### config.mk
export PLATFORM = sky130hd
export DESIGN_NAME = fft_ctrl
export DESIGN_NICKNAME = d
export VERILOG_FILES = /design/src/rtl/core/fft_pkg.sv /design/src/rtl/core/fft_ctrl.sv
export SDC_FILE = /design/constraint.sdc
export NUM_CORES = 1
export LEC_CHECK = 0
export BUFFER_PORTS_ARGS = -buffer_cell sky130_fd_sc_hd__buf_2
export CELL_PAD_IN_SITES_DETAIL_PLACEMENT = 0
export CELL_PAD_IN_SITES_GLOBAL_PLACEMENT = 1
export CORE_UTILIZATION = 40
export DETAILED_ROUTE_END_ITERATION = 12
export PLACE_DENSITY = 0.85
export SYNTH_ARGS = -nofsm -noshare
export SYNTH_HDL_FRONTEND = slang
export SYNTH_SLANG_ARGS = --single-unit
export TNS_END_PERCENT = 20
### constraint.sdc
create_clock -name clk -period 5.02 [get_ports clk]
set_clock_uncertainty 0.2 [all_clocks]
set_input_delay 0.251 -clock clk [delete_from_list [all_inputs] [get_ports clk]]
set_output_delay 0.251 -clock clk [all_outputs]
set_load 0.01 [all_outputs]
### src/rtl/core/fft_pkg.sv
package fft_pkg;

  localparam int MaxLog2 = 6;
  localparam int MaxPoints = 64;
  localparam int AddrW = 6;
  localparam int DataW = 24;
  localparam int TwW = 19;
  localparam int TwFrac = 17;

  localparam logic [2:0] RegSizeLog2 = 3'd0;
  localparam logic [2:0] RegInverse = 3'd1;

  typedef struct packed {
    logic signed [15:0] sample_re;
    logic signed [15:0] sample_im;
    logic last_in;
  } in_item_t;

  typedef struct packed {
    logic signed [23:0] bin_re;
    logic signed [23:0] bin_im;
    logic last_out;
  } out_item_t;

  // Controller to datapath.
  typedef struct packed {
    logic wr_load;
    logic [AddrW-1:0] load_addr;
    logic rd_en;
    logic [AddrW-1:0] rd_addr;
    logic sel_b;
    logic [5:0] tw_idx;
    logic bfly;
    logic wr_a;
    logic wr_b;
    logic swap;
    logic [AddrW-1:0] addr_a;
    logic [AddrW-1:0] addr_b;
    logic zero_wr;
    logic [2:0] shift;
  } fft_cmd_t;

  // Quarter-wave cosine, Q1.17.
  function automatic logic signed [TwW-1:0] cos_q(input logic [4:0] r);
    case (r)
      5'd0: cos_q = 19'sd131072;
      5'd1: cos_q = 19'sd130441;
      5'd2: cos_q = 19'sd128553;
      5'd3: cos_q = 19'sd125428;
      5'd4: cos_q = 19'sd121095;
      5'd5: cos_q = 19'sd115595;
      5'd6: cos_q = 19'sd108982;
      5'd7: cos_q = 19'sd101320;
      5'd8: cos_q = 19'sd92682;
      5'd9: cos_q = 19'sd83151;
      5'd10: cos_q = 19'sd72820;
      5'd11: cos_q = 19'sd61787;
      5'd12: cos_q = 19'sd50159;
      5'd13: cos_q = 19'sd38048;
      5'd14: cos_q = 19'sd25571;
      5'd15: cos_q = 19'sd12847;
      default: cos_q = 19'sd0;
    endcase
  endfunction

  function automatic logic signed [TwW-1:0] rom_cos(input logic [5:0] t);
    logic [4:0] r;
    logic [4:0] rc;
    r = {1'b0, t[3:0]};
    rc = 5'd16 - r;
    case (t[5:4])
      2'd0: rom_cos = cos_q(r);
      2'd1: rom_cos = -cos_q(rc);
      2'd2: rom_cos = -cos_q(r);
      default: rom_cos = cos_q(rc);
    endcase
  endfunction

endpackage

### src/rtl/core/fft_ctrl.sv
module fft_ctrl
  import fft_pkg::*;
(
  input  logic clk,
  input  logic rst_n,
  input  logic in_fire,
  input  logic in_last,
  input  logic [2:0] size_log2,
  input  logic inverse,
  input  logic out_busy,
  output logic in_ready,
  output logic out_push,
  output logic out_last,
  output fft_cmd_t cmd
);

  typedef enum logic [2:0] {
    S_LOAD, S_ZERO, S_PERM, S_BF_RA, S_BF_RB, S_BF_WAIT, S_BF_WR, S_OUT
  } state_t;

  state_t state_r;
  logic [6:0] cnt_r;
  logic [2:0] k_r;
  logic inv_r;
  logic [2:0] lvl_r;
  logic [5:0] grp_r;
  logic [5:0] pi_r;
  logic [1:0] ph_r;
  logic ov_r;
  logic [6:0] n_w;
  logic [6:0] n_eff;
  logic [2:0] k_eff;
  logic [5:0] rev_w;
  logic [5:0] half_w;
  logic [5:0] jj_w;
  logic [5:0] ia_w;
  logic [5:0] tw_w;

  always_comb begin
    k_eff = size_log2;
    if (k_eff == 3'd0) k_eff = 3'd1;
    if (k_eff > 3'(MaxLog2)) k_eff = 3'(MaxLog2);
  end

  assign n_w = 7'd1 << k_r;
  assign n_eff = 7'd1 << k_eff;

  always_comb begin
    rev_w = '0;
    for (int b = 0; b < MaxLog2; b++) begin
      if (3'(b) < k_r) rev_w[3'(k_r - 3'd1 - 3'(b))] = pi_r[b];
    end
  end

  // Butterfly index: grp_r enumerates n/2 butterflies; low bits pick j.
  assign half_w = 6'd1 << (lvl_r - 3'd1);
  assign jj_w = grp_r & (half_w - 6'd1);
  assign ia_w = ((grp_r & ~(half_w - 6'd1)) << 1) | jj_w;
  assign tw_w = 6'(jj_w << (3'(MaxLog2) - lvl_r));

  always_comb begin
    cmd = '0;
    cmd.load_addr = cnt_r[5:0];
    cmd.shift = inv_r ? k_r : 3'd0;
    cmd.tw_idx = tw_w;
    cmd.addr_a = ia_w;
    cmd.addr_b = ia_w | half_w;
    in_ready = (state_r == S_LOAD);
    out_push = 1'b0;
    out_last = 1'b0;
    case (state_r)
      S_LOAD: begin
        cmd.wr_load = in_fire && (cnt_r < n_eff);
      end
      S_ZERO: begin
        cmd.zero_wr = (cnt_r < n_w);
      end
      S_PERM: begin
        // Read pi, read rev, latch both, then write them back crossed.
        cmd.rd_en = 1'b1;
        cmd.rd_addr = (ph_r == 2'd0) ? pi_r : rev_w;
        cmd.addr_a = pi_r;
        cmd.addr_b = rev_w;
        cmd.sel_b = (ph_r == 2'd1);
        cmd.bfly = (ph_r == 2'd2);
        cmd.wr_a = (ph_r == 2'd3);
        cmd.wr_b = (ph_r == 2'd3);
        cmd.swap = (ph_r == 2'd3);
      end
      S_BF_RA: begin
        cmd.rd_en = 1'b1;
        cmd.rd_addr = ia_w;
      end
      S_BF_RB: begin
        cmd.rd_en = 1'b1;
        cmd.rd_addr = ia_w | half_w;
        cmd.sel_b = 1'b1;
      end
      S_BF_WAIT: begin
        cmd.bfly = 1'b1;
      end
      S_BF_WR: begin
        cmd.wr_a = 1'b1;
        cmd.wr_b = 1'b1;
      end
      S_OUT: begin
        cmd.rd_en = !out_busy;
        cmd.rd_addr = pi_r;
        out_push = ov_r;
        out_last = ov_r && (cnt_r == n_w - 7'd1);
      end
      default: ;
    endcase
  end

  always_ff @(posedge clk) begin
    if (!rst_n) begin
      state_r <= S_LOAD;
      cnt_r <= '0;
      k_r <= 3'd1;
      inv_r <= 1'b0;
      lvl_r <= 3'd1;
      grp_r <= '0;
      pi_r <= '0;
      ph_r <= '0;
      ov_r <= 1'b0;
    end else begin
      case (state_r)
        S_LOAD: begin
          if (in_fire) begin
            if (cnt_r < n_eff) cnt_r <= cnt_r + 7'd1;
            else cnt_r <= n_eff;
            if (in_last) begin
              k_r <= k_eff;
              inv_r <= inverse;
              state_r <= S_ZERO;
            end
          end
        end
        S_ZERO: begin
          // Clear the unfilled tail one entry a cycle.
          if (cnt_r >= n_w) begin
            state_r <= S_PERM;
            pi_r <= '0;
            ph_r <= '0;
          end else begin
            cnt_r <= cnt_r + 7'd1;
          end
        end
        S_PERM: begin
          if (pi_r >= rev_w && ph_r == 2'd0) begin
            if ({1'b0, pi_r} == n_w - 7'd1) begin
              state_r <= S_BF_RA;
              lvl_r <= 3'd1;
              grp_r <= '0;
            end else begin
              pi_r <= pi_r + 6'd1;
            end
          end else if (ph_r == 2'd3) begin
            ph_r <= '0;
            if ({1'b0, pi_r} == n_w - 7'd1) begin
              state_r <= S_BF_RA;
              lvl_r <= 3'd1;
              grp_r <= '0;
            end else begin
              pi_r <= pi_r + 6'd1;
            end
          end else begin
            ph_r <= ph_r + 2'd1;
          end
        end
        S_BF_RA: state_r <= S_BF_RB;
        S_BF_RB: state_r <= S_BF_WAIT;
        S_BF_WAIT: state_r <= S_BF_WR;
        S_BF_WR: begin
          state_r <= S_BF_RA;
          if ({grp_r, 1'b1} == 7'(n_w - 7'd1)) begin
            grp_r <= '0;
            if (lvl_r == k_r) begin
              state_r <= S_OUT;
              pi_r <= '0;
              cnt_r <= '0;
              ov_r <= 1'b0;
            end else begin
              lvl_r <= lvl_r + 3'd1;
            end
          end else begin
            grp_r <= grp_r + 6'd1;
          end
        end
        S_OUT: begin
          if (!out_busy) begin
            if (ov_r) begin
              cnt_r <= cnt_r + 7'd1;
              if (cnt_r == n_w - 7'd1) begin
                state_r <= S_LOAD;
                cnt_r <= '0;
              end
            end
            ov_r <= ({1'b0, pi_r} < n_w) && !(ov_r && cnt_r == n_w - 7'd1);
            pi_r <= pi_r + 6'd1;
          end
        end
        default: state_r <= S_LOAD;
      endcase
    end
  end

endmodule

==> flow_summary.toml, run 1 <==
[status]
outcome = "complete, no violations"

[timing]
period_minus_slack_ns = 4.692
rsz0062_at_grt = "no"
hold_violations = 0
clock.fmax_mhz = 213.1
slew-limit-headroom_pct = 26.59
finalSetupTns_ns = 0
finalSetupViolations = 0
worst_hold_slack_ns = 0.01254
period_share_pct = 93.48
worst_pin_slew_ns = 1.095
slew_viol_final = 0

[logic_synthesis]
yosys.cell_types.count = 76
synth_area_leader_cell = "dfxtp_1"
syn_inst = 658
synth_commonest_cells = "nand2_1 (70), nor2_1 (51), ha_1 (46)"
synth-edff-count = 0
synth_warnings = 0
synth_top_family_by_area = "compound AO/OA/AOI/OAI gates"
async_reset_ff_share_pct = 0
synth_flop_cell = "dfxtp_1"
syn_nets = 713
yosysMostFrequentCell = "nand2_1"
synth_area_leaders = "dfxtp_1 (14%), ha_1 (12%), nand2_1 (5.5%)"
synth_compound_area_share_pct = 28.01
yosys.area_share.adder_pct = 12.14
synth_top_area_share_pct = 13.52
synthSimpleGateAreaFrac_pct = 26.87
syn_area_mm2 = 0.004740
muxShareOfSynthArea_pct = 3.405
yosysSeqAreaShare_pct = 13.52
avgSynthCellArea_um2 = 7.203
ys_ff_latch = 32
synth-xor-area-share_pct = 8.078

[cts]
ctsHtreeMaxLevel = 2
clock-sinks = 32
cts-buffers-inserted = 5
clk_latency_ns = 0.29
cts_resized = 0
cts_setup_buffers = 0
cts_buffer_depth = 2
cts_tree = "done"
clkTransAtPathRegs_ns = 0.06
clockRootBuffer = "clkbuf_16"
postCtsHoldBufs = 0

[placed_design]
gp_congestion = 0.8984
portBuffers = 52
hpwlAfterDp_um = 11350

[global_route]
grt_pass1_vias = 4666
grt_first_pass_wirelength_um = 23780
antenna_found_initial = 0
track_usage_pct = 23.77
grt_max_degree = 29
overflow = 0

[final_layout]
final_util_pct = 45.01
drive_gt1_share_pct = 12.82
fin_nets = 725
syn2layout_area_growth_pct = 8.897
insertedDiodeCount = 0

[route]
wl_per_cell_um = 18.15
drc = 0
drt_first_pass_iters = 5
post_drt_via_cell_ratio = 6.201
routed_wl_um = 14770
final_antenna_net_count = 0
via_count = 5048
drt_first_iter_violations = 405

[setup_path]
critical_path_class = "reg -> reg"
required_ns = 5.02
cp.arrival_ns = 4.69
worstSetupStartpointType = "register"
crit_path_end = "pi_r[0]"
end_kind = "register"
crit_start = "k_r[0]"
reg2reg_slack_ns = 0.33
crit_fanout = 12
r2r_cells = 16
worstReg2RegEnd = "pi_r[0]"
r2r_start = "k_r[0]"

[floorplan]
core_mm2 = 0.01147
die_w_um = 110.9
rows = 39
die_h_um = 110.9
num_io_pins = 53
initial_utilization_pct = 41.33
fp.dieArea_mm2 = 0.01229

[pwr]
power_density_mw_per_mm2 = 358.4
p_leak_nw = 2.158
vdd_drop_max_mv = 0.2103

[hold_path]
hold_class = "in -> reg"

[run]
drv_cap = 0
-- power by group --
group | switching [mW] | internal [mW] | total, mW
clock | 0.119 | 0.261 | 0.380
sequential | 0.0905 | 0.285 | 0.376
combinational | 0.672 | 0.422 | 1.09
-- layer usage --
metal / vias up / GRT usage (%) / share of wire (%) / wire, um
met5: - / 0 / 0 / 0
met4: 0 / 10.67 / 3.3 / 485
met3: 40 / 3.663 / 8.8 / 1307
met2: 259 / 37.31 / 45 / 6585
met1: 2323 / 32.03 / 43 / 6393
li1: 2426 / - / - / -
-- layout make-up --
cell class / count / area (um2)
Clock buffer: 7 / 152.6
Clock inverter: 1 / 30.03
Fill cell: 1123 / 6306
Inverter: 32 / 120.1
Multi-Input combinational cell: 540 / 3726
Sequential cell: 32 / 640.6
Tap cell: 143 / 178.9
Timing Repair Buffer: 59 / 312.8
-- placed cells by master (no fill, tap or decap), drive strengths merged, types with 13 or more instances in the layout --
cell	Yosys	layout
xnor2	17	17
mux2i	15	15
o21ai	33	33
nand2b	14	14
nor2b	13	13
a21oi	44	44
nand2	70	70
ha	46	46
buf	18	59
nand3	30	30
inv	31	31
dfxtp	32	32
nor2	51	51
nor3	21	21
-- through the flow --
step	total power, mW	cell area [um2]	cells	worst slack (ns)
after floorplan	1.216	4740	658	0.1083
final	1.850	5161	814	0.3275
after global routing	1.979	5161	814	0.05885
after detailed placement	1.456	4979	806	0.3937
after global placement	1.432	4979	806	0.5757
after CTS	1.839	5161	814	0.3723
-- state kept, by name (all words and copies together), names as in the netlist, 2 cells and up --
register / flops
ph_r: 2
grp_r: 6
lvl_r: 3
state_r: 3
pi_r: 6
cnt_r: 7
k_r: 3
-- worst min path at each step --
| stage | from | to | slack, ns | cells after the start |
|---|---|---|---|---|
| 2_1_floorplan | inverse | inv_r | 0.19 | 2 |
| 3_3_place_gp | inv_r | inv_r | 0.26 | 2 |
| 3_5_place_dp | inv_r | inv_r | 0.27 | 2 |
| 4_1_cts | inverse | inv_r | 0.01 | 3 |
| 5_1_grt | inverse | inv_r | 0.04 | 3 |
| 6_report | inverse | inv_r | 0.01 | 3 |
-- cell families after synthesis --
| group | count (synthesis) |
|---|---|
| simple gates | 255 |
| fa+ha+maj | 46 |
| compound gates | 189 |
| mux | 16 |
| buf+inv | 86 |
| flops | 32 |
| xor+xnor | 34 |
-- critical path, cell delays in order, from the launching register on --
cell and delay (ns):
dfxtp_1 0.32, inv_1 0.14, ha_1 0.48, inv_1 0.23
a2bb2oi_1 0.18, or2_2 0.27, a221o_1 0.33, a2bb2oi_1 0.27
nor2_1 0.07, ha_1 0.30, a211oi_1 0.24, o21ai_0 0.18
a221o_1 0.40, or2_2 0.35, and2_1 0.25, nand2_1 0.17
mux2i_1 0.22
(Power assumes the default switching activity.)
==> run 2: changes to the inputs <==
- CELL_PAD_IN_SITES_DETAIL_PLACEMENT: 0 -> 1
==> flow_summary.toml, run 2 (synthesis gave the netlist of run 1 again) <==
[final_layout]
final_util_pct = 45.08
insertedDiodeCount = 0
drive_gt1_share_pct = 13.26
reg_top3 = "cnt_r x7, grp_r x6, pi_r x6"
syn2layout_area_growth_pct = 9.081
postLayoutCellArea_mm2 = 0.005170
fin_nets = 725
finalNonFillerCells = 814
layout_common_cells = "nand2_1 (70), buf_2 (52), nor2_1 (51)"
layout.cells.most_common = "nand2_1"
largest_reg_flops = 7
regMostFlops = "cnt_r"

[pwr]
power_density_mw_per_mm2 = 367.2
power_frac_comb_pct = 60.0
switching_share_pct = 48.77
internal_power_mw = 0.9726
vdd_drop_max_mv = 0.2491
p_seq_share_pct = 20.0
p_total_mw = 1.898
p_sw_mw = 0.9259
p_leak_nw = 2.157
p_clk_share_pct = 19.9

[global_route]
grt_first_pass_wirelength_um = 27880
top_usage_layer = "met2"
use_met3_pct = 4.483
grtUsageMet2_pct = 46.87
antenna_found_initial = 0
overflow = 0
grt_max_degree = 29
grt_pass1_vias = 5349
met1_usage_pct = 34.77
track_usage_pct = 27.97

[setup_path]
crit_family = "compound AO/OA/AOI/OAI gates"
crit_start = "k_r[0]"
critical_path_class = "reg -> reg"
worstSetupStartpointType = "register"
slowest_stage = "o41ai_2"
crit_fanout = 12
required_ns = 5.03
r2r_start = "k_r[0]"
end_kind = "register"
cp_cell_sequence = "inv_1 -> ha_2 -> inv_1 -> a2bb2oi_1 -> or2_2 -> a221o_1 -> a2bb2oi_1 -> nor2_1 -> ha_1 -> nand2_1 -> o21ai_0 -> a21oi_1 -> o41ai_2 -> nand2_1 -> or3_1 -> a21oi_1"
slowest_delay_ns = 0.55
cp_num_buf_inv = 2
cp.arrival_ns = 4.72

[placed_design]
place_ws_ns = 0.3424
placedCellCount = 806
placed_cell_area_mm2 = 0.004979
hpwlAfterDp_um = 13140
portBuffers = 52
gp_congestion = 0.8984

[timing]
setup_ws_ns = 0.3168
finalSetupTns_ns = 0
period_share_pct = 93.69
slew_viol_final = 0
rsz0062_at_grt = "no"
slew-limit-headroom_pct = 28.33
hold_violations = 0
worst_pin_slew_ns = 1.069
finalSetupViolations = 0
period_minus_slack_ns = 4.703
worst_hold_slack_ns = 0.007093
clock.fmax_mhz = 212.6

[cts]
cts_tree = "done"
postCtsHoldBufs = 0
clk_latency_ns = 0.28
clockRootBuffer = "clkbuf_16"
cts_buffer_depth = 2
cts_resized = 0
clock-sinks = 32
cts-buffers-inserted = 5
clkTransAtPathRegs_ns = 0.06
ctsHtreeMaxLevel = 2
cts_setup_buffers = 0

[route]
drt_first_pass_iters = 5
final_antenna_net_count = 0
post_drt_via_cell_ratio = 6.436
wl_per_cell_um = 21.12
routed_wl_um = 17190
drt_first_iter_violations = 407
via_count = 5239
drc = 0

[hold_path]
holdCritStartpoint = "inverse"
hold_class = "in -> reg"

[run]
drv_cap = 0

[floorplan]
fp.dieArea_mm2 = 0.01229
die_w_um = 110.9
die_h_um = 110.9
core_mm2 = 0.01147
rows = 39
num_io_pins = 53
initial_utilization_pct = 41.33

[status]
outcome = "complete, no violations"
[run 2: cell types whose count changed in the layout (fill, tap and decap cells not counted)]
cell     previous run  this run
ha_1               46        44
ha_2                0         2
o21ai_1             1         0
o21ai_2             1         2
[run 2: final cells by class]
type / count / area [um2]
Tap cell: 143 / 178.9
Fill cell: 1466 / 6297
Clock inverter: 1 / 30.03
Clock buffer: 7 / 152.6
Timing Repair Buffer: 59 / 312.8
Sequential cell: 32 / 640.6
Multi-Input combinational cell: 540 / 3735
Inverter: 32 / 120.1
[run 2: worst paths after layout]
path	endpoint	slack, ns	depth (start not counted)
setup / recovery	grp_r[4]	0.32	16
hold / removal	inv_r	0.007	3
setup reg to reg	grp_r[4]	0.32	16
hold reg to reg	inv_r	0.28	2
[run 2: power groups by stage]
stage | Combinational (mW) | Clock [mW] | Sequential (mW)
after global placement | 1.05 | 0 | 0.377
after global routing | 1.24 | 0.395 | 0.387
after floorplan | 0.893 | 0 | 0.324
final | 1.14 | 0.379 | 0.380
after detailed placement | 1.11 | 0 | 0.382
after CTS | 1.12 | 0.384 | 0.377
[run 2: worst min-delay path, delay by kind of cell]
| kind | cells | cell delay (ns) |
|---|---|---|
| compound gates | 1 | 0.05 |
| buf+inv | 1 | 0.10 |
| simple gates | 1 | 0.05 |
[run 2: metal layers]
layer,share of wire [%],vias to the layer above,routed length [um]
met2,48,244,8210
met1,41,2511,7028
met5,0,-,0
met3,7.4,55,1269
met4,4.0,0,679
li1,-,2429,-
